[src/design/rbe_pkg.sv]
// Shared types, constants and helper functions of the hybrid RLE / bit-packing encoder.
package rbe_pkg;

	localparam int DATA_W              = 64;
	localparam int DATA_BYTES          = DATA_W / 8;
	localparam int BW_W                = 7;
	localparam int MIN_RUN             = 8;
	localparam int LIT_IDX_W           = $clog2(MIN_RUN);
	localparam int LIT_CNT_W           = LIT_IDX_W + 1;
	localparam int MAX_RUN_W           = 30;
	localparam int HDR_W               = MAX_RUN_W + 1;
	localparam int HDR_GROUPS          = (HDR_W + 6) / 7;
	localparam int RUN_COUNT_WIDTH_DEF = 32;
	localparam int QUEUE_DEPTH_DEF     = 4;
	localparam int PACK_HDR            = (MIN_RUN << 1) | 1;

	localparam logic [BW_W-1:0] BW_RESET = BW_W'(64);
	localparam logic [BW_W-1:0] BW_MAX   = BW_W'(DATA_W);

	localparam logic OP_ENCODE = 1'b0;
	localparam logic OP_FLUSH  = 1'b1;

	typedef enum logic [1:0] {
		KIND_HDR  = 2'd0,
		KIND_VAL  = 2'd1,
		KIND_PACK = 2'd2
	} seg_kind_t;

	typedef enum logic [1:0] {
		CMD_RLE,
		CMD_LIT,
		CMD_PACK
	} cmd_op_t;

	typedef enum logic {
		F_IDLE,
		F_WRAP
	} front_state_t;

	typedef enum logic [1:0] {
		B_IDLE,
		B_HEAD,
		B_BODY
	} back_state_t;

	// One segment for the back end: RLE run, literal group or packed group
	typedef struct packed {
		cmd_op_t               op;
		logic                  last;
		logic [MAX_RUN_W-1:0]  count;
		logic [DATA_W-1:0]     value;
	} cmd_t;

	typedef struct packed {
		logic empty;
		logic full;
	} q_stat_t;

	typedef struct packed {
		logic [DATA_W-1:0] data;
		logic [3:0]        cnt;
	} hdr_t;

	function automatic logic [DATA_W-1:0] zigzag(input logic [DATA_W-1:0] v);
		return {v[DATA_W-2:0], 1'b0} ^ {DATA_W{v[DATA_W-1]}};
	endfunction

	// Keep the low n bytes, clear the rest
	function automatic logic [DATA_W-1:0] byte_mask(input logic [DATA_W-1:0] d,
		input logic [3:0] n);
		logic [DATA_W-1:0] r;
		r = '0;
		for (int b = 0; b < DATA_BYTES; b++) begin
			if (4'(b) < n) r[8*b +: 8] = d[8*b +: 8];
		end
		return r;
	endfunction

	// Unsigned LEB128, low group first, continuation flag in bit 7
	function automatic hdr_t varint(input logic [HDR_W-1:0] h);
		logic [HDR_GROUPS*7-1:0] hx;
		logic [3:0]              n;
		hdr_t                    r;
		hx = (HDR_GROUPS*7)'(h);
		n = 4'd1;
		for (int k = 1; k < HDR_GROUPS; k++) begin
			if (|(hx >> (7*k))) n = 4'(k + 1);
		end
		r.data = '0;
		for (int k = 0; k < HDR_GROUPS; k++) begin
			if (4'(k) < n) r.data[8*k +: 8] = {(4'(k + 1) < n), hx[7*k +: 7]};
		end
		r.cnt = n;
		return r;
	endfunction

endpackage

[src/design/rbe_ifs.sv]
// Valid/ready channel interfaces for samples, output segments and configuration.
interface rbe_in_if;
	import rbe_pkg::*;
	logic                     valid;
	logic                     ready;
	logic                     op;
	logic signed [DATA_W-1:0] value;
	modport source(output valid, op, value, input ready);
	modport sink(input valid, op, value, output ready);
endinterface

interface rbe_out_if;
	import rbe_pkg::*;
	logic              valid;
	logic              ready;
	logic [1:0]        kind;
	logic [DATA_W-1:0] data;
	logic [3:0]        byte_count;
	logic              last;
	modport source(output valid, kind, data, byte_count, last, input ready);
	modport sink(input valid, kind, data, byte_count, last, output ready);
endinterface

interface rbe_cfg_if;
	import rbe_pkg::*;
	logic            valid;
	logic            ready;
	logic [BW_W-1:0] data;
	modport source(output valid, data, input ready);
	modport sink(input valid, data, output ready);
endinterface

[src/design/rbe_front.sv]
// Front end: accepts samples, tracks run and literal buffer, issues segment commands.
module rbe_front #(
	parameter int RUN_COUNT_WIDTH = rbe_pkg::RUN_COUNT_WIDTH_DEF
) (
	input  logic                         clk,
	input  logic                         arst_n,
	input  logic                         in_valid,
	output logic                         in_ready,
	input  logic                         in_op,
	input  logic signed [rbe_pkg::DATA_W-1:0] in_value,
	output logic                         cmd_push,
	output rbe_pkg::cmd_t                cmd,
	input  rbe_pkg::q_stat_t             q_stat,
	input  logic                         buf_release,
	output logic [rbe_pkg::DATA_W-1:0]   lit_buf [rbe_pkg::MIN_RUN]
);
	import rbe_pkg::*;

	localparam int RUN_W = (RUN_COUNT_WIDTH > MAX_RUN_W) ? MAX_RUN_W : RUN_COUNT_WIDTH;

	front_state_t           state_q, state_d;
	logic [DATA_W-1:0]      prev_q, prev_d;
	logic [RUN_W-1:0]       run_q, run_d;
	logic [LIT_IDX_W-1:0]   lit_q, lit_d;
	logic                   busy_q;
	logic [DATA_W-1:0]      wrap_val_q;
	logic [LIT_IDX_W-1:0]   wrap_cnt_q;
	logic                   wrap_flush_q, wrap_flush_d;
	logic [DATA_W-1:0]      lit_buf_q [MIN_RUN];

	logic                   accept;
	logic [DATA_W-1:0]      z;
	logic                   eq, run_zero, lit_zero, run_ge_min, run_cap;
	logic [LIT_CNT_W-1:0]   fill_end;
	logic [LIT_IDX_W-1:0]   rem;
	logic                   tail;
	logic                   fill_hi, fill_lo, go_wrap, busy_set;

	assign in_ready   = (state_q == F_IDLE) && !busy_q && !q_stat.full;
	assign accept     = in_valid && in_ready;
	assign z          = zigzag(in_value);
	assign eq         = (z == prev_q);
	assign run_zero   = (run_q == '0);
	assign lit_zero   = (lit_q == '0);
	assign run_ge_min = (run_q >= RUN_W'(MIN_RUN));
	assign run_cap    = &run_q;
	// A short run is below MIN_RUN, so its low bits are the whole count
	assign fill_end   = {1'b0, lit_q} + {1'b0, run_q[LIT_IDX_W-1:0]};
	assign tail       = fill_end[LIT_IDX_W];
	assign rem        = fill_end[LIT_IDX_W-1:0];
	assign lit_buf    = lit_buf_q;

	// Next state
	always_comb begin
		state_d = state_q;
		unique case (state_q)
			F_IDLE: if (accept && go_wrap) state_d = F_WRAP;
			F_WRAP: if (!busy_q && !q_stat.full) state_d = F_IDLE;
			default: state_d = F_IDLE;
		endcase
	end

	// Classify the sample and pick the segment to issue
	always_comb begin
		cmd_push     = 1'b0;
		cmd.op       = CMD_RLE;
		cmd.last     = 1'b1;
		cmd.count    = MAX_RUN_W'(run_q);
		cmd.value    = prev_q;
		prev_d       = prev_q;
		run_d        = run_q;
		lit_d        = lit_q;
		fill_hi      = 1'b0;
		fill_lo      = 1'b0;
		go_wrap      = 1'b0;
		wrap_flush_d = 1'b0;
		busy_set     = 1'b0;
		unique case (state_q)
			F_IDLE: begin
				if (accept && in_op == OP_ENCODE) begin
					priority if (run_zero && lit_zero) begin
						prev_d = z;
						run_d  = RUN_W'(1);
					end else if (eq) begin
						if (run_cap) begin
							cmd_push = 1'b1;
							lit_d    = '0;
							run_d    = RUN_W'(1);
						end else begin
							run_d = run_q + RUN_W'(1);
							if (run_q == RUN_W'(MIN_RUN - 1)) begin
								lit_d = '0;
								if (!lit_zero) begin
									cmd_push  = 1'b1;
									cmd.op    = CMD_LIT;
									cmd.count = MAX_RUN_W'(lit_q);
									busy_set  = 1'b1;
								end
							end
						end
					end else begin
						prev_d = z;
						run_d  = RUN_W'(1);
						if (run_ge_min) begin
							cmd_push = 1'b1;
							lit_d    = '0;
						end else begin
							fill_hi = 1'b1;
							lit_d   = rem;
							if (tail) begin
								cmd_push = 1'b1;
								cmd.op   = CMD_PACK;
								busy_set = 1'b1;
								go_wrap  = (rem != '0);
							end
						end
					end
				end else if (accept) begin
					run_d = '0;
					lit_d = '0;
					priority if (run_ge_min) begin
						cmd_push = 1'b1;
					end else if (!run_zero) begin
						fill_hi  = 1'b1;
						cmd_push = 1'b1;
						busy_set = 1'b1;
						if (tail) begin
							cmd.op       = CMD_PACK;
							cmd.last     = (rem == '0);
							go_wrap      = (rem != '0);
							wrap_flush_d = 1'b1;
						end else begin
							cmd.op    = CMD_LIT;
							cmd.count = MAX_RUN_W'(fill_end);
						end
					end else if (!lit_zero) begin
						cmd_push  = 1'b1;
						cmd.op    = CMD_LIT;
						cmd.count = MAX_RUN_W'(lit_q);
						busy_set  = 1'b1;
					end
				end
			end
			F_WRAP: begin
				// Finish a run that spilled past a packed group, once it has drained
				if (!busy_q && !q_stat.full) begin
					fill_lo = 1'b1;
					if (wrap_flush_q) begin
						cmd_push  = 1'b1;
						cmd.op    = CMD_LIT;
						cmd.count = MAX_RUN_W'(wrap_cnt_q);
						busy_set  = 1'b1;
					end
				end
			end
			default: ;
		endcase
	end

	// Control state
	always_ff @(posedge clk or negedge arst_n) begin
		if (!arst_n) begin
			state_q      <= F_IDLE;
			prev_q       <= '0;
			run_q        <= '0;
			lit_q        <= '0;
			busy_q       <= 1'b0;
			wrap_flush_q <= 1'b0;
			wrap_cnt_q   <= '0;
		end else begin
			state_q <= state_d;
			prev_q  <= prev_d;
			run_q   <= run_d;
			lit_q   <= lit_d;
			if (busy_set) busy_q <= 1'b1;
			else if (buf_release) busy_q <= 1'b0;
			if (accept && go_wrap) begin
				wrap_flush_q <= wrap_flush_d;
				wrap_cnt_q   <= rem;
			end
		end
	end

	// Hold the spilled run value and fill the literal buffer
	always_ff @(posedge clk) begin
		if (accept && go_wrap) wrap_val_q <= prev_q;
		for (int e = 0; e < MIN_RUN; e++) begin
			if (fill_hi && LIT_IDX_W'(e) >= lit_q && LIT_CNT_W'(e) < fill_end)
				lit_buf_q[e] <= prev_q;
			else if (fill_lo && LIT_IDX_W'(e) < wrap_cnt_q)
				lit_buf_q[e] <= wrap_val_q;
		end
	end

endmodule

[src/design/rbe_cmd_fifo.sv]
// Short command queue between the front end and the back end.
module rbe_cmd_fifo #(
	parameter int DEPTH = rbe_pkg::QUEUE_DEPTH_DEF
) (
	input  logic             clk,
	input  logic             arst_n,
	input  logic             push,
	input  rbe_pkg::cmd_t    wr_cmd,
	input  logic             pop,
	output rbe_pkg::cmd_t    rd_cmd,
	output rbe_pkg::q_stat_t stat
);
	import rbe_pkg::*;

	localparam int PTR_W = (DEPTH > 1) ? $clog2(DEPTH) : 1;
	localparam int CNT_W = $clog2(DEPTH + 1);

	cmd_t             mem_q [DEPTH];
	logic [PTR_W-1:0] wr_ptr_q, rd_ptr_q;
	logic [CNT_W-1:0] count_q;
	logic             do_push, do_pop;

	assign stat.empty = (count_q == '0);
	assign stat.full  = (count_q == CNT_W'(DEPTH));
	assign do_push    = push && !stat.full;
	assign do_pop     = pop && !stat.empty;
	assign rd_cmd     = mem_q[rd_ptr_q];

	// Advance pointers and occupancy
	always_ff @(posedge clk or negedge arst_n) begin
		if (!arst_n) begin
			wr_ptr_q <= '0;
			rd_ptr_q <= '0;
			count_q  <= '0;
		end else begin
			if (do_push)
				wr_ptr_q <= (wr_ptr_q == PTR_W'(DEPTH - 1)) ? '0 : wr_ptr_q + PTR_W'(1);
			if (do_pop)
				rd_ptr_q <= (rd_ptr_q == PTR_W'(DEPTH - 1)) ? '0 : rd_ptr_q + PTR_W'(1);
			if (do_push && !do_pop) count_q <= count_q + CNT_W'(1);
			else if (do_pop && !do_push) count_q <= count_q - CNT_W'(1);
		end
	end

	// Store the command beat
	always_ff @(posedge clk) begin
		if (do_push) mem_q[wr_ptr_q] <= wr_cmd;
	end

endmodule

[src/design/rbe_back.sv]
// Back end: expands segment commands into header, value and bit-plane beats.
module rbe_back (
	input  logic                         clk,
	input  logic                         arst_n,
	output logic                         cmd_pop,
	input  rbe_pkg::cmd_t                cmd,
	input  rbe_pkg::q_stat_t             q_stat,
	input  logic [rbe_pkg::DATA_W-1:0]   lit_buf [rbe_pkg::MIN_RUN],
	input  logic [rbe_pkg::BW_W-1:0]     eff_w,
	output logic                         out_valid,
	input  logic                         out_ready,
	output logic [1:0]                   out_kind,
	output logic [rbe_pkg::DATA_W-1:0]   out_data,
	output logic [3:0]                   out_byte_count,
	output logic                         out_last,
	output logic                         buf_release
);
	import rbe_pkg::*;

	back_state_t            state_q, state_d;
	cmd_op_t                op_q;
	logic                   last_q;
	logic [MAX_RUN_W-1:0]   cnt_q;
	logic [DATA_W-1:0]      val_q;
	logic [LIT_IDX_W-1:0]   idx_q, nlast_q, nlast_d;

	logic                   ov_q;
	seg_kind_t              okind_q;
	logic [DATA_W-1:0]      odata_q;
	logic [3:0]             ocnt_q;
	logic                   olast_q;

	logic                   load, emit, final_beat;
	logic [BW_W:0]          nb_sum;
	logic [3:0]             nb;
	logic [HDR_W-1:0]       hdr_val;
	hdr_t                   hdr;
	logic [DATA_W-1:0]      raw_val;
	logic [7:0]             plane_sel [MIN_RUN];
	logic [DATA_W-1:0]      planes;
	logic [BW_W-1:0]        pk_left;
	logic [3:0]             pk_cnt;
	seg_kind_t              beat_kind;
	logic [DATA_W-1:0]      beat_data;
	logic [3:0]             beat_cnt;

	assign nb_sum = {1'b0, eff_w} + (BW_W + 1)'(7);
	assign nb     = nb_sum[6:3];

	// Next state
	always_comb begin
		state_d = state_q;
		unique case (state_q)
			B_IDLE: if (!q_stat.empty) state_d = B_HEAD;
			B_HEAD: if (load) state_d = B_BODY;
			B_BODY: if (load && final_beat) state_d = B_IDLE;
			default: state_d = B_IDLE;
		endcase
	end

	// Header value of the current segment
	always_comb begin
		case (op_q)
			CMD_RLE:  hdr_val = {cnt_q, 1'b0};
			CMD_LIT:  hdr_val = {cnt_q, 1'b1};
			CMD_PACK: hdr_val = HDR_W'(PACK_HDR);
			default:  hdr_val = '0;
		endcase
		hdr = varint(hdr_val);
	end

	// Gather bit planes 8*idx .. 8*idx+7, first buffer entry in the top bit
	always_comb begin
		planes = '0;
		for (int j = 0; j < MIN_RUN; j++) begin
			plane_sel[j] = lit_buf[j][{idx_q, 3'b000} +: 8];
			for (int k = 0; k < 8; k++) planes[8*k + 7 - j] = plane_sel[j][k];
		end
		pk_left = eff_w - BW_W'({idx_q, 3'b000});
		pk_cnt  = (pk_left >= BW_W'(8)) ? 4'd8 : pk_left[3:0];
	end

	// Beat content, pop and buffer release
	always_comb begin
		load        = !ov_q || out_ready;
		cmd_pop     = (state_q == B_IDLE) && !q_stat.empty;
		emit        = (state_q != B_IDLE) && load;
		final_beat  = (state_q == B_BODY) && (idx_q == nlast_q);
		buf_release = emit && final_beat && (op_q != CMD_RLE);
		raw_val     = (op_q == CMD_RLE) ? val_q : lit_buf[idx_q];
		if (state_q == B_HEAD) begin
			beat_kind = KIND_HDR;
			beat_data = hdr.data;
			beat_cnt  = hdr.cnt;
		end else if (op_q == CMD_PACK) begin
			beat_kind = KIND_PACK;
			beat_data = byte_mask(planes, pk_cnt);
			beat_cnt  = pk_cnt;
		end else begin
			beat_kind = KIND_VAL;
			beat_data = byte_mask(raw_val, nb);
			beat_cnt  = nb;
		end
		case (cmd.op)
			CMD_LIT:  nlast_d = cmd.count[LIT_IDX_W-1:0] - LIT_IDX_W'(1);
			CMD_PACK: nlast_d = LIT_IDX_W'(nb - 4'd1);
			default:  nlast_d = '0;
		endcase
	end

	// Control state
	always_ff @(posedge clk or negedge arst_n) begin
		if (!arst_n) begin
			state_q <= B_IDLE;
			ov_q    <= 1'b0;
			idx_q   <= '0;
		end else begin
			state_q <= state_d;
			if (emit) ov_q <= 1'b1;
			else if (out_ready) ov_q <= 1'b0;
			if (cmd_pop) idx_q <= '0;
			else if (emit && state_q == B_BODY && !final_beat) idx_q <= idx_q + LIT_IDX_W'(1);
		end
	end

	// Latch the command and the output beat
	always_ff @(posedge clk) begin
		if (cmd_pop) begin
			op_q    <= cmd.op;
			last_q  <= cmd.last;
			cnt_q   <= cmd.count;
			val_q   <= cmd.value;
			nlast_q <= nlast_d;
		end
		if (emit) begin
			okind_q <= beat_kind;
			odata_q <= beat_data;
			ocnt_q  <= beat_cnt;
			olast_q <= final_beat && last_q;
		end
	end

	assign out_valid      = ov_q;
	assign out_kind       = okind_q;
	assign out_data       = odata_q;
	assign out_byte_count = ocnt_q;
	assign out_last       = olast_q;

endmodule

[src/design/rle_bitpack_hybrid_encoder.sv]
// Top level of the hybrid RLE / bit-packing encoder.
// Samples are zigzag mapped and classified by the front end in the cycle they are accepted.
// A sample that closes a segment pushes a command into a short queue, and the back end
// takes the command and turns it into beats, one beat per cycle into the output register
// while the output is not stalled (header, then value bytes or bit-plane groups, up to nine
// beats for a packed group). While a literal or packed segment is still being read out of
// the literal buffer, the front end holds off new samples until its final beat has loaded,
// since the next sample may overwrite the buffer; RLE segments carry their own value and do
// not hold off the input. A short run that spills past a full buffer is finished in the
// front end's wrap state after its packed group has drained. The width register may only be
// written while the block is idle; 0 acts as 1 and values above 64 as 64.
module rle_bitpack_hybrid_encoder #(
	parameter int RUN_COUNT_WIDTH = rbe_pkg::RUN_COUNT_WIDTH_DEF,
	parameter int QUEUE_DEPTH     = rbe_pkg::QUEUE_DEPTH_DEF
) (
	input  logic      clk,
	input  logic      arst_n,
	rbe_in_if.sink    samples,
	rbe_out_if.source segments,
	rbe_cfg_if.sink   cfg
);
	import rbe_pkg::*;

	logic [BW_W-1:0]   width_q;
	logic [BW_W-1:0]   eff_w;
	logic              cmd_push, cmd_pop, buf_release;
	cmd_t              cmd_in, cmd_out;
	q_stat_t           q_stat;
	logic [DATA_W-1:0] lit_buf [MIN_RUN];

	// Hold the configured width
	assign cfg.ready = 1'b1;
	always_ff @(posedge clk or negedge arst_n) begin
		if (!arst_n) width_q <= BW_RESET;
		else if (cfg.valid) width_q <= cfg.data;
	end

	// Clamp to 1..64
	assign eff_w = (width_q == '0) ? BW_W'(1) :
	               (width_q > BW_MAX) ? BW_MAX : width_q;

	rbe_front #(
		.RUN_COUNT_WIDTH(RUN_COUNT_WIDTH)
	) u_front (
		.clk        (clk),
		.arst_n     (arst_n),
		.in_valid   (samples.valid),
		.in_ready   (samples.ready),
		.in_op      (samples.op),
		.in_value   (samples.value),
		.cmd_push   (cmd_push),
		.cmd        (cmd_in),
		.q_stat     (q_stat),
		.buf_release(buf_release),
		.lit_buf    (lit_buf)
	);

	rbe_cmd_fifo #(
		.DEPTH(QUEUE_DEPTH)
	) u_fifo (
		.clk   (clk),
		.arst_n(arst_n),
		.push  (cmd_push),
		.wr_cmd(cmd_in),
		.pop   (cmd_pop),
		.rd_cmd(cmd_out),
		.stat  (q_stat)
	);

	rbe_back u_back (
		.clk           (clk),
		.arst_n        (arst_n),
		.cmd_pop       (cmd_pop),
		.cmd           (cmd_out),
		.q_stat        (q_stat),
		.lit_buf       (lit_buf),
		.eff_w         (eff_w),
		.out_valid     (segments.valid),
		.out_ready     (segments.ready),
		.out_kind      (segments.kind),
		.out_data      (segments.data),
		.out_byte_count(segments.byte_count),
		.out_last      (segments.last),
		.buf_release   (buf_release)
	);

	// A command is never pushed into a full queue
	assert property (@(posedge clk) disable iff (!arst_n) cmd_push |-> !q_stat.full)
		else $error("command pushed into full queue");

	// The back end only takes a command that is there
	assert property (@(posedge clk) disable iff (!arst_n) cmd_pop |-> !q_stat.empty)
		else $error("command popped from empty queue");

	// A new buffer-reading segment never overlaps the release of the previous one
	assert property (@(posedge clk) disable iff (!arst_n)
		buf_release |-> !(cmd_push && cmd_in.op != CMD_RLE))
		else $error("buffer segment issued while previous one still draining");

	// Input is held off while a literal or packed segment reads the buffer
	assert property (@(posedge clk) disable iff (!arst_n)
		(cmd_push && cmd_in.op != CMD_RLE) |=> !samples.ready)
		else $error("input accepted while literal buffer is being read");

endmodule

[src/flat_wrapper.sv]
// flat-port wrapper written by rule: the top's interface ports become plain ports
module rle_bitpack_hybrid_encoder_flat import rbe_pkg::*;
#(
	parameter int RUN_COUNT_WIDTH = rbe_pkg::RUN_COUNT_WIDTH_DEF,
	parameter int QUEUE_DEPTH     = rbe_pkg::QUEUE_DEPTH_DEF
)
  (clk, arst_n, samples_valid, samples_op, samples_value, samples_ready, segments_valid, segments_kind, segments_data, segments_byte_count, segments_last, segments_ready, cfg_valid, cfg_data, cfg_ready);
  rbe_in_if samples_i ();
  rbe_out_if segments_i ();
  rbe_cfg_if cfg_i ();
  input  logic clk;
  input  logic arst_n;
  input wire logic [$bits(samples_i.valid)-1:0] samples_valid;
  input wire logic [$bits(samples_i.op)-1:0] samples_op;
  input wire logic [$bits(samples_i.value)-1:0] samples_value;
  output wire logic [$bits(samples_i.ready)-1:0] samples_ready;
  output wire logic [$bits(segments_i.valid)-1:0] segments_valid;
  output wire logic [$bits(segments_i.kind)-1:0] segments_kind;
  output wire logic [$bits(segments_i.data)-1:0] segments_data;
  output wire logic [$bits(segments_i.byte_count)-1:0] segments_byte_count;
  output wire logic [$bits(segments_i.last)-1:0] segments_last;
  input wire logic [$bits(segments_i.ready)-1:0] segments_ready;
  input wire logic [$bits(cfg_i.valid)-1:0] cfg_valid;
  input wire logic [$bits(cfg_i.data)-1:0] cfg_data;
  output wire logic [$bits(cfg_i.ready)-1:0] cfg_ready;
  assign samples_i.valid = samples_valid;
  assign samples_i.op = samples_op;
  assign samples_i.value = samples_value;
  assign samples_ready = samples_i.ready;
  assign segments_valid = segments_i.valid;
  assign segments_kind = segments_i.kind;
  assign segments_data = segments_i.data;
  assign segments_byte_count = segments_i.byte_count;
  assign segments_last = segments_i.last;
  assign segments_i.ready = segments_ready;
  assign cfg_i.valid = cfg_valid;
  assign cfg_i.data = cfg_data;
  assign cfg_ready = cfg_i.ready;
  rle_bitpack_hybrid_encoder #(.RUN_COUNT_WIDTH(RUN_COUNT_WIDTH), .QUEUE_DEPTH(QUEUE_DEPTH)) u_core (.clk(clk), .arst_n(arst_n), .samples(samples_i), .segments(segments_i), .cfg(cfg_i));
endmodule
[config.mk]
export PLATFORM = sky130hd
export DESIGN_NAME = rle_bitpack_hybrid_encoder_flat
export DESIGN_NICKNAME = d
export VERILOG_FILES = /design/src/design/rbe_pkg.sv /design/src/design/rbe_ifs.sv /design/src/design/rbe_front.sv /design/src/design/rbe_cmd_fifo.sv /design/src/design/rbe_back.sv /design/src/design/rle_bitpack_hybrid_encoder.sv /design/src/flat_wrapper.sv
export SDC_FILE = /design/constraint.sdc
export NUM_CORES = 2
export LEC_CHECK = 0
export BUFFER_PORTS_ARGS = -buffer_cell sky130_fd_sc_hd__clkbuf_2
export CAP_MARGIN = 20
export CORE_AREA = 2 2 380 382
export DETAILED_ROUTE_END_ITERATION = 10
export DIE_AREA = 0 0 382 384
export GPL_TIMING_DRIVEN = 0
export RECOVER_POWER = 25
export SLEW_MARGIN = 20
export SYNTH_ARGS = -nofsm -noshare
export SYNTH_HDL_FRONTEND = slang
export SYNTH_SLANG_ARGS = --single-unit
[constraint.sdc]
create_clock -name clk -period 11.3 [get_ports clk]
set_input_delay 0 -clock clk [delete_from_list [all_inputs] [get_ports clk]]
set_output_delay 0 -clock clk [all_outputs]
set_load 0.005 [all_outputs]
======== After elaboration in Yosys (flattened, before gate mapping) ========
Memory sizes are Yosys's and may differ from the RTL's.
Cells that the tools add are included.
word-level totals
  register bits ........................... 870
  memory bits (writable) .................. 388
  bits of input ports ..................... 77
  output and inout port bits .............. 74
  logic and storage cells ................. 373
  memories kept ........................... 1
memories
  name                 words  bits a word  read ports  clocked after Yosys merged registers in  write ports  line                source
  u_core.u_fifo.mem_q  4      97           1           0                                        1            rbe_cmd_fifo.sv:18  cmd_t mem_q [DEPTH];
operators by class
  add/sub/neg operators ................... 11
  order comparisons ....................... 50
  equal/unequal tests ..................... 18
  shift operators ......................... 8
  muxes and demuxes ....................... 164
  bitwise gates (word level) .............. 4
  reductions and logical operators ........ 84
operators by type and width
  kind                                                                                  number
  64-bit 2-to-1 mux                                                                     22
  64-bit by 7-bit indexed part select with 8-bit output                                 8
  30-bit 2-to-1 mux                                                                     15
  64-bit binary-select mux with 3-bit select                                            1
  8-bit 2-to-1 mux                                                                      21
  31-bit one-hot mux with 3 select lines                                                1
  33-bit 2-to-1 mux                                                                     2
  64-bit equality test                                                                  1
  64-bit bitwise XOR                                                                    1
  1-bit 2-to-1 mux                                                                      61
  30-bit one-hot mux with 2 select lines                                                1
  3-bit by 4-bit less-than comparator with 1-bit output, first input constant           14
  1-bit logical AND                                                                     44
  40-bit 2-to-1 mux                                                                     1
  3-bit 2-to-1 mux                                                                      11
  1-bit by 4-bit less-than comparator with 1-bit output, first input constant           8
  2-bit by 4-bit less-than comparator with 1-bit output, first input constant           8
  30-bit by 1-bit adder with 30-bit output, second input constant                       1
  30-bit by 3-bit equality test with 1-bit output, second input constant                1
  30-bit by 4-bit greater-or-equal comparator with 1-bit output, second input constant  1
  30-bit logical NOT                                                                    1
  30-bit AND reduction                                                                  1
  2-bit nonzero test                                                                    15
  2-bit 2-to-1 mux                                                                      14
  43 further kinds                                                                      85

======== Logic depth before layout (Yosys ltp) ========
  word-level depth ........................ 13
  depth in mapped cells ................... 15
  gate-level depth less buffers ........... 14

======== By module ========
A second synthesis with hierarchy kept.
unflattened totals
  cells, all modules ...................... 3767
  area total of the unflattened synthesis .. 61251.2 um^2
by module, submodules not included
  module                      instances  cells each  area each (um^2)  sequential area each (um^2)
  rbe_front                   1          2096        31406.4           19874.1
  rbe_back                    1          1101        15084.5           5285.1
  rbe_cmd_fifo                1          544         14425.1           11826.3
  rle_bitpack_hybrid_encoder  1          26          335.3             176.4

======== Worst setup path before layout ========
Ideal clock, no wire load.
  path kind ............................... reg2reg
  from .................................... register u_core.u_front.prev_q[52]
  to ...................................... register u_core.u_front.wrap_val_q[0], enable pin
  library setup time ...................... 0.565 ns
  arrival ................................. 6.274 ns
  required time ........................... 10.735 ns
  slack ................................... 4.461 ns
  cell stages (with the launch flop) ...... 11
  path buffers ............................ 2
  period minus slack after synthesis ...... 6.839 ns
  cell sequence ........................... dfrtp_1 clkbuf_1 xor2_1 nor4b_1 a22oi_1 a2111oi_1 nand4_1 nor2_2 buf_4 o31a_1 nor3_1
between the ends
  word-level cells in the longest chain between the ends .. 6
RTL lines
  what                    line              source
  from (decl)             rbe_front.sv:22   logic [DATA_W-1:0] prev_q, prev_d;
  from (signal assigned)  rbe_front.sv:172  prev_q <= prev_d;
  64-bit equality test    rbe_front.sv:42   assign eq = (z == prev_q);
  1-bit 2-to-1 mux        rbe_front.sv:84   end else if (eq) begin
  1-bit 2-to-1 mux        rbe_front.sv:81   priority if (run_zero && lit_zero) begin
  1-bit 2-to-1 mux        rbe_front.sv:80   if (accept && in_op == OP_ENCODE) begin
  1-bit 2-to-1 mux        rbe_front.sv:78   unique case (state_q)
  1-bit logical AND       rbe_front.sv:186  if (accept && go_wrap) wrap_val_q <= prev_q;
  to (signal assigned)    rbe_front.sv:186
  to (decl)               rbe_front.sv:26   logic [DATA_W-1:0] wrap_val_q;
Every way passes these cells.
A chain may end at the register's enable or synchronous reset.

======== Final worst setup path ========
  from .................................... register u_core.u_back.idx_q[1]
  to ...................................... register u_core.u_back.odata_q[48], in the netlist u_core.u_back.out_data[48] (data pin)
between the ends
  word-level cells in the longest chain between the ends .. 7
  elaborated cells between the ends (all ways) .. 13
  those cells by class .................... 1 x add/sub; 2 x order compare; 1 x shift; 8 x mux; 1 x bitwise
RTL lines
  what                                                                                 line             source
  from (decl)                                                                          rbe_back.sv:25   logic [LIT_IDX_W-1:0] idx_q, nlast_q, nlast_d;
  from (signal assigned)                                                               rbe_back.sv:122  else if (emit && state_q == B_BODY && !final_beat) idx_q <= idx_q + LIT_IDX_W'(1);
  branches (longest 6 deep; another with 7-bit by 6-bit subtractor with 7-bit output)  --
  64-bit 2-to-1 mux *                                                                  rbe_back.sv:95   end else if (op_q == CMD_PACK) begin
  to (signal assigned)                                                                 rbe_back.sv:137  odata_q <= beat_data;
  to (decl)                                                                            rbe_back.sv:29   logic [DATA_W-1:0] odata_q;
Every way passes the cells marked *. The select of a mux whose other input is x is not followed.

==> summary.md <==
| Metric | Value |
|---|---|
| Min-Delay Endpoint | u_core.u_front.prev_q[26]$_DFFE_PN0P_ |
| Startpoint Class | register |
| Synth Flop Type | edfxtp_1 |
| Required time of the critical path | 11.83 ns |
| Hpwl dp | 174.5 mm |
| Multi-input logic area | 0.02218 mm^2 |
| Synthesized area | 0.06090 mm^2 |
| Sequential area share after synthesis | 61.02% |
| Worst Max-Slew Pin Slew | 4.690 ns |
| Failing checks | max-capacitance violations, max-slew violations |
| PortBufs | 148 |
| Setup bufs post-CTS | 0 |
| CP delay by family, top | buffers and inverters |
| Max Slew Vio Count | 193 |
| Drt first pass iters | 6 |
| Worst Hold Depth | 4 |
| First-pass GRT wire length | 321.2 mm |
| Worst path most repeated cell | clkbuf_1 |
| Tot Pwr | 16.96 mW |
| H-Tree Depth | 4 |
| Status | finished, violations left |
| Worst stage delay on the critical path | 0.87 ns |
| R2R depth | 15 |
| Vias in the first global route | 38.38k |
| Worst slack, placed | 4.048 ns |
| DRC viols | 0 |
| CP Class | reg2reg |
| Clock-pin slew on the worst setup and hold paths | 0.06 ns |
| Core Area | 0.1428 mm^2 |
| Total CTS buffers | 141 |
| CTS tree | yes |
| Avg WL per Cell | 38.49 um |
| Post-synthesis average cell area | 16.21 um^2 |
| Hold Vio Cnt, Final | 0 |
| Synth area leaders | edfxtp_1, mux4_2, mux2_2, dfrtp_1, mux2_1 |
| Remaining Overflow, GRT | 0 |
| Worst hold path class | in2reg |
| WP buf/inv | 6 |
| Iteration-0 DRC Markers | 6554 |
| Top-area cell type share of the netlist area | 55.97% |
| Post-synth top area cell | edfxtp_1 |
| Initial antenna violation count | 16 |
| WP data arrival | 7.96 ns |
| Final setup vio count | 0 |
| P_leak | 23.69 nW |
| Min Tclk post-route | 7.430 ns |
| Final WL | 238.9 mm |
| Post-layout util | 49.15% |
| Ys async rst share | 9.777% |
| Post-synth EDFFs | 1135 |
| Initial core utilization | 42.65% |
| Fmax | 0.1346 GHz |
| Seq cells post-synth | 1258 |
| Die height | 384 um |
| Hold slack | 0.08226 ns |
| Clock root buffer | clkbuf_16 |
| Power density over the cells | 241.7 mW/mm^2 |
| Hold path startpoint | samples_value[25] |
| FF-to-FF Start | u_core.u_back.idx_q[1]$_DFFE_PN0P_ |
| Post-synth cell types | 91 |
| Max-Cap Viols | 4 |
| Clk_lat worst skew | 0.81 ns |
| Max clock buf depth | 3 |
| RSZ-0062 raised after global routing | false |
| Commonest non-fill, non-tap cell in the layout | edfxtp_1 |
| Share of cells above drive strength 1 | 28.55% |
| R2r endpoint | u_core.u_back.out_data[48]$_SDFFCE_PP0P_ |
| TritonCTS Sinks | 1258 |
| Die Wd | 382 um |
| Peak VDD IR | 0.0001426 V |
| Crit end category | register |
| Post-Syn Instances | 3757 |
| Final GP Congestion | 0.9966 |
| Final WS setup | 3.870 ns |
| Io pins | 151 |
| CP Max Fanout | 10 |
| Most frequent cells in the layout | edfxtp_1, mux4_2, mux2_2 |
| Final setup skew | 0.03005 ns |
| Synthesized Nets | 3858 |
| Slew headroom | -212.7% |
| Global-route usage over all layers | 32.37% |
| Tcrit/Tclk final | 65.75% |
| Largest net degree at the start of global routing | 73 |
| Crit-path slowest cell | clkbuf_1 |
| Vias per cell | 6.471 |
| Die ar. | 0.1467 mm^2 |
| Row Count | 139 |
| Post-CTS sizing | 0 |
| CTS Hold Buffers Added | 93 |
| Crit-path cells | buf_2 -> clkbuf_1 -> clkbuf_2 -> clkbuf_1 -> inv_1 -> ha_1 -> nor2b_1 -> o21ai_0 -> nand3_1 -> or3b_2 -> clkbuf_1 -> o21a_1 -> o21ai_2 -> o21bai_2 -> o32ai_1 |
| R2r setup slk | 3.87 ns |
| Synth warn | 0 |
| Via count | 40.17k |
| Syn-to-layout area delta | 15.25% |
| Final layout net count | 4285 |
| Reg area | 0.03716 mm^2 |
| ANT nets after route | 0 |
| FILL cells | 12.06k |
==> registers in the layout, indices dropped and copies added, names as in the netlist, 2 cells and up <==
register and cells:
u_core.u_back.cnt_q 30, u_core.u_back.idx_q 3, u_core.u_back.nlast_q 3, u_core.u_back.op_q 2, u_core.u_back.out_byte_count 4, u_core.u_back.out_data 64, u_core.u_back.out_kind 2, u_core.u_back.state_q 2
u_core.u_back.val_q 64, u_core.u_fifo.count_q 3, u_core.u_fifo.mem_q 388, u_core.u_fifo.rd_ptr_q 2, u_core.u_fifo.wr_ptr_q 2, u_core.u_front.lit_buf 512, u_core.u_front.lit_q 3, u_core.u_front.prev_q 64
u_core.u_front.run_q 30, u_core.u_front.wrap_cnt_q 3, u_core.u_front.wrap_val_q 64, u_core.width_q 7
==> layer usage <==
metal	vias to the layer above	share of wire, %	global-route usage (%)
met5	-	0.014	0
met4	6	7.1	18.95
met3	574	11	8.384
met2	2796	44	48.00
met1	20989	38	43.14
li1	15809	-	-
==> cells in the mapped netlist, types with 7 or more instances <==
| master | instances |
|---|---|
| nor2b_1 | 18 |
| a31oi_1 | 15 |
| a21oi_1 | 84 |
| nor4_1 | 16 |
| mux2_1 | 156 |
| o211ai_1 | 9 |
| nor3_1 | 72 |
| nand4_1 | 19 |
| mux2_2 | 283 |
| nand3_1 | 30 |
| a22oi_1 | 16 |
| nand2_1 | 158 |
| clkbuf_1 | 148 |
| ha_1 | 21 |
| buf_1 | 50 |
| xnor2_1 | 96 |
| buf_4 | 8 |
| and3_1 | 8 |
| xor2_1 | 34 |
| a21o_1 | 8 |
| o31ai_1 | 8 |
| edfxtp_1 | 1135 |
| mux4_2 | 353 |
| a221o_1 | 8 |
| o22ai_1 | 11 |
| inv_1 | 47 |
| nor2_1 | 231 |
| dfrtp_1 | 122 |
| o32ai_1 | 22 |
| or3_1 | 7 |
| o221ai_1 | 13 |
| mux2_4 | 86 |
| o21ai_0 | 124 |
| buf_2 | 47 |
| nor3b_1 | 32 |
| buf_6 | 39 |
| o2bb2ai_1 | 7 |
| and2_1 | 10 |
| mux2i_1 | 59 |
| nand2b_1 | 33 |
==> worst reg2reg max path, delay by kind of cell, from the launching register on <==
family / cells / cell delay, ns
buf+inv: 6 / 3.92
compound gates: 5 / 1.93
flops: 1 / 0.45
fa+ha+maj: 1 / 0.44
simple gates: 3 / 0.44
==> kinds of logic after synthesis <==
group	Yosys count	synth area share, %
muxes	937	24.26
other	1	0.006158
DFF	1258	61.02
AOI/OAI and AO/OA	401	4.366
xor gates and xnor gates	130	1.870
buffers and inverters	344	2.755
adders and majority gates	24	0.5301
and+or+nand+nor	662	5.188
==> worst max-delay path by stage <==
stage                                                from                                       end  slack (ns)  depth (start not counted)
detailed placement     u_core.u_back.idx_q[1]$_DFFE_PN0P_  u_core.u_back.out_data[48]$_SDFFCE_PP0P_        4.05                         15
global route           u_core.u_back.idx_q[1]$_DFFE_PN0P_  u_core.u_back.out_data[48]$_SDFFCE_PP0P_        3.82                         15
global placement    u_core.u_front.prev_q[45]$_DFFE_PN0P_   u_core.u_front.wrap_val_q[53]$_DFFE_PP_       -2.19                         10
CTS                    u_core.u_back.idx_q[1]$_DFFE_PN0P_  u_core.u_back.out_data[48]$_SDFFCE_PP0P_        4.03                         15
floorplan           u_core.u_front.prev_q[52]$_DFFE_PN0P_    u_core.u_front.wrap_val_q[0]$_DFFE_PP_        4.46                         10
finish                 u_core.u_back.idx_q[1]$_DFFE_PN0P_  u_core.u_back.out_data[48]$_SDFFCE_PP0P_        3.87                         15
==> power breakdown <==
part           switching [mW]  leakage, nW  total [mW]  internal (mW)
Clock                    1.98         2.19        4.60           2.62
Combinational            3.76         9.48        5.54           1.78
Sequential              0.715         12.0        6.82           6.11
Total                    6.46         23.7        17.0           10.5
==> stage by stage <==
step / instances / TNS (ns) / instance area, um^2
4_1_cts: 6201 / 0 / 70330
6_report: 6208 / 0 / 70180
3_3_place_gp: 5808 / -206.51 / 64020
5_1_grt: 6205 / 0 / 70180
3_5_place_dp: 5848 / 0 / 64860
2_1_floorplan: 3757 / 0 / 60900
==> area by class of cell <==
class | count | area share, %
antenna | 4 | 0.01426
inverter | 48 | 0.2585
timing repair buffer | 284 | 3.141
tap | 1903 | 3.393
clock buffer | 199 | 5.544
clock inverter | 61 | 0.8967
sequential | 1258 | 52.95
multi-input combinational | 2155 | 31.61
buffer | 296 | 2.195
(Power assumes the default switching activity.)
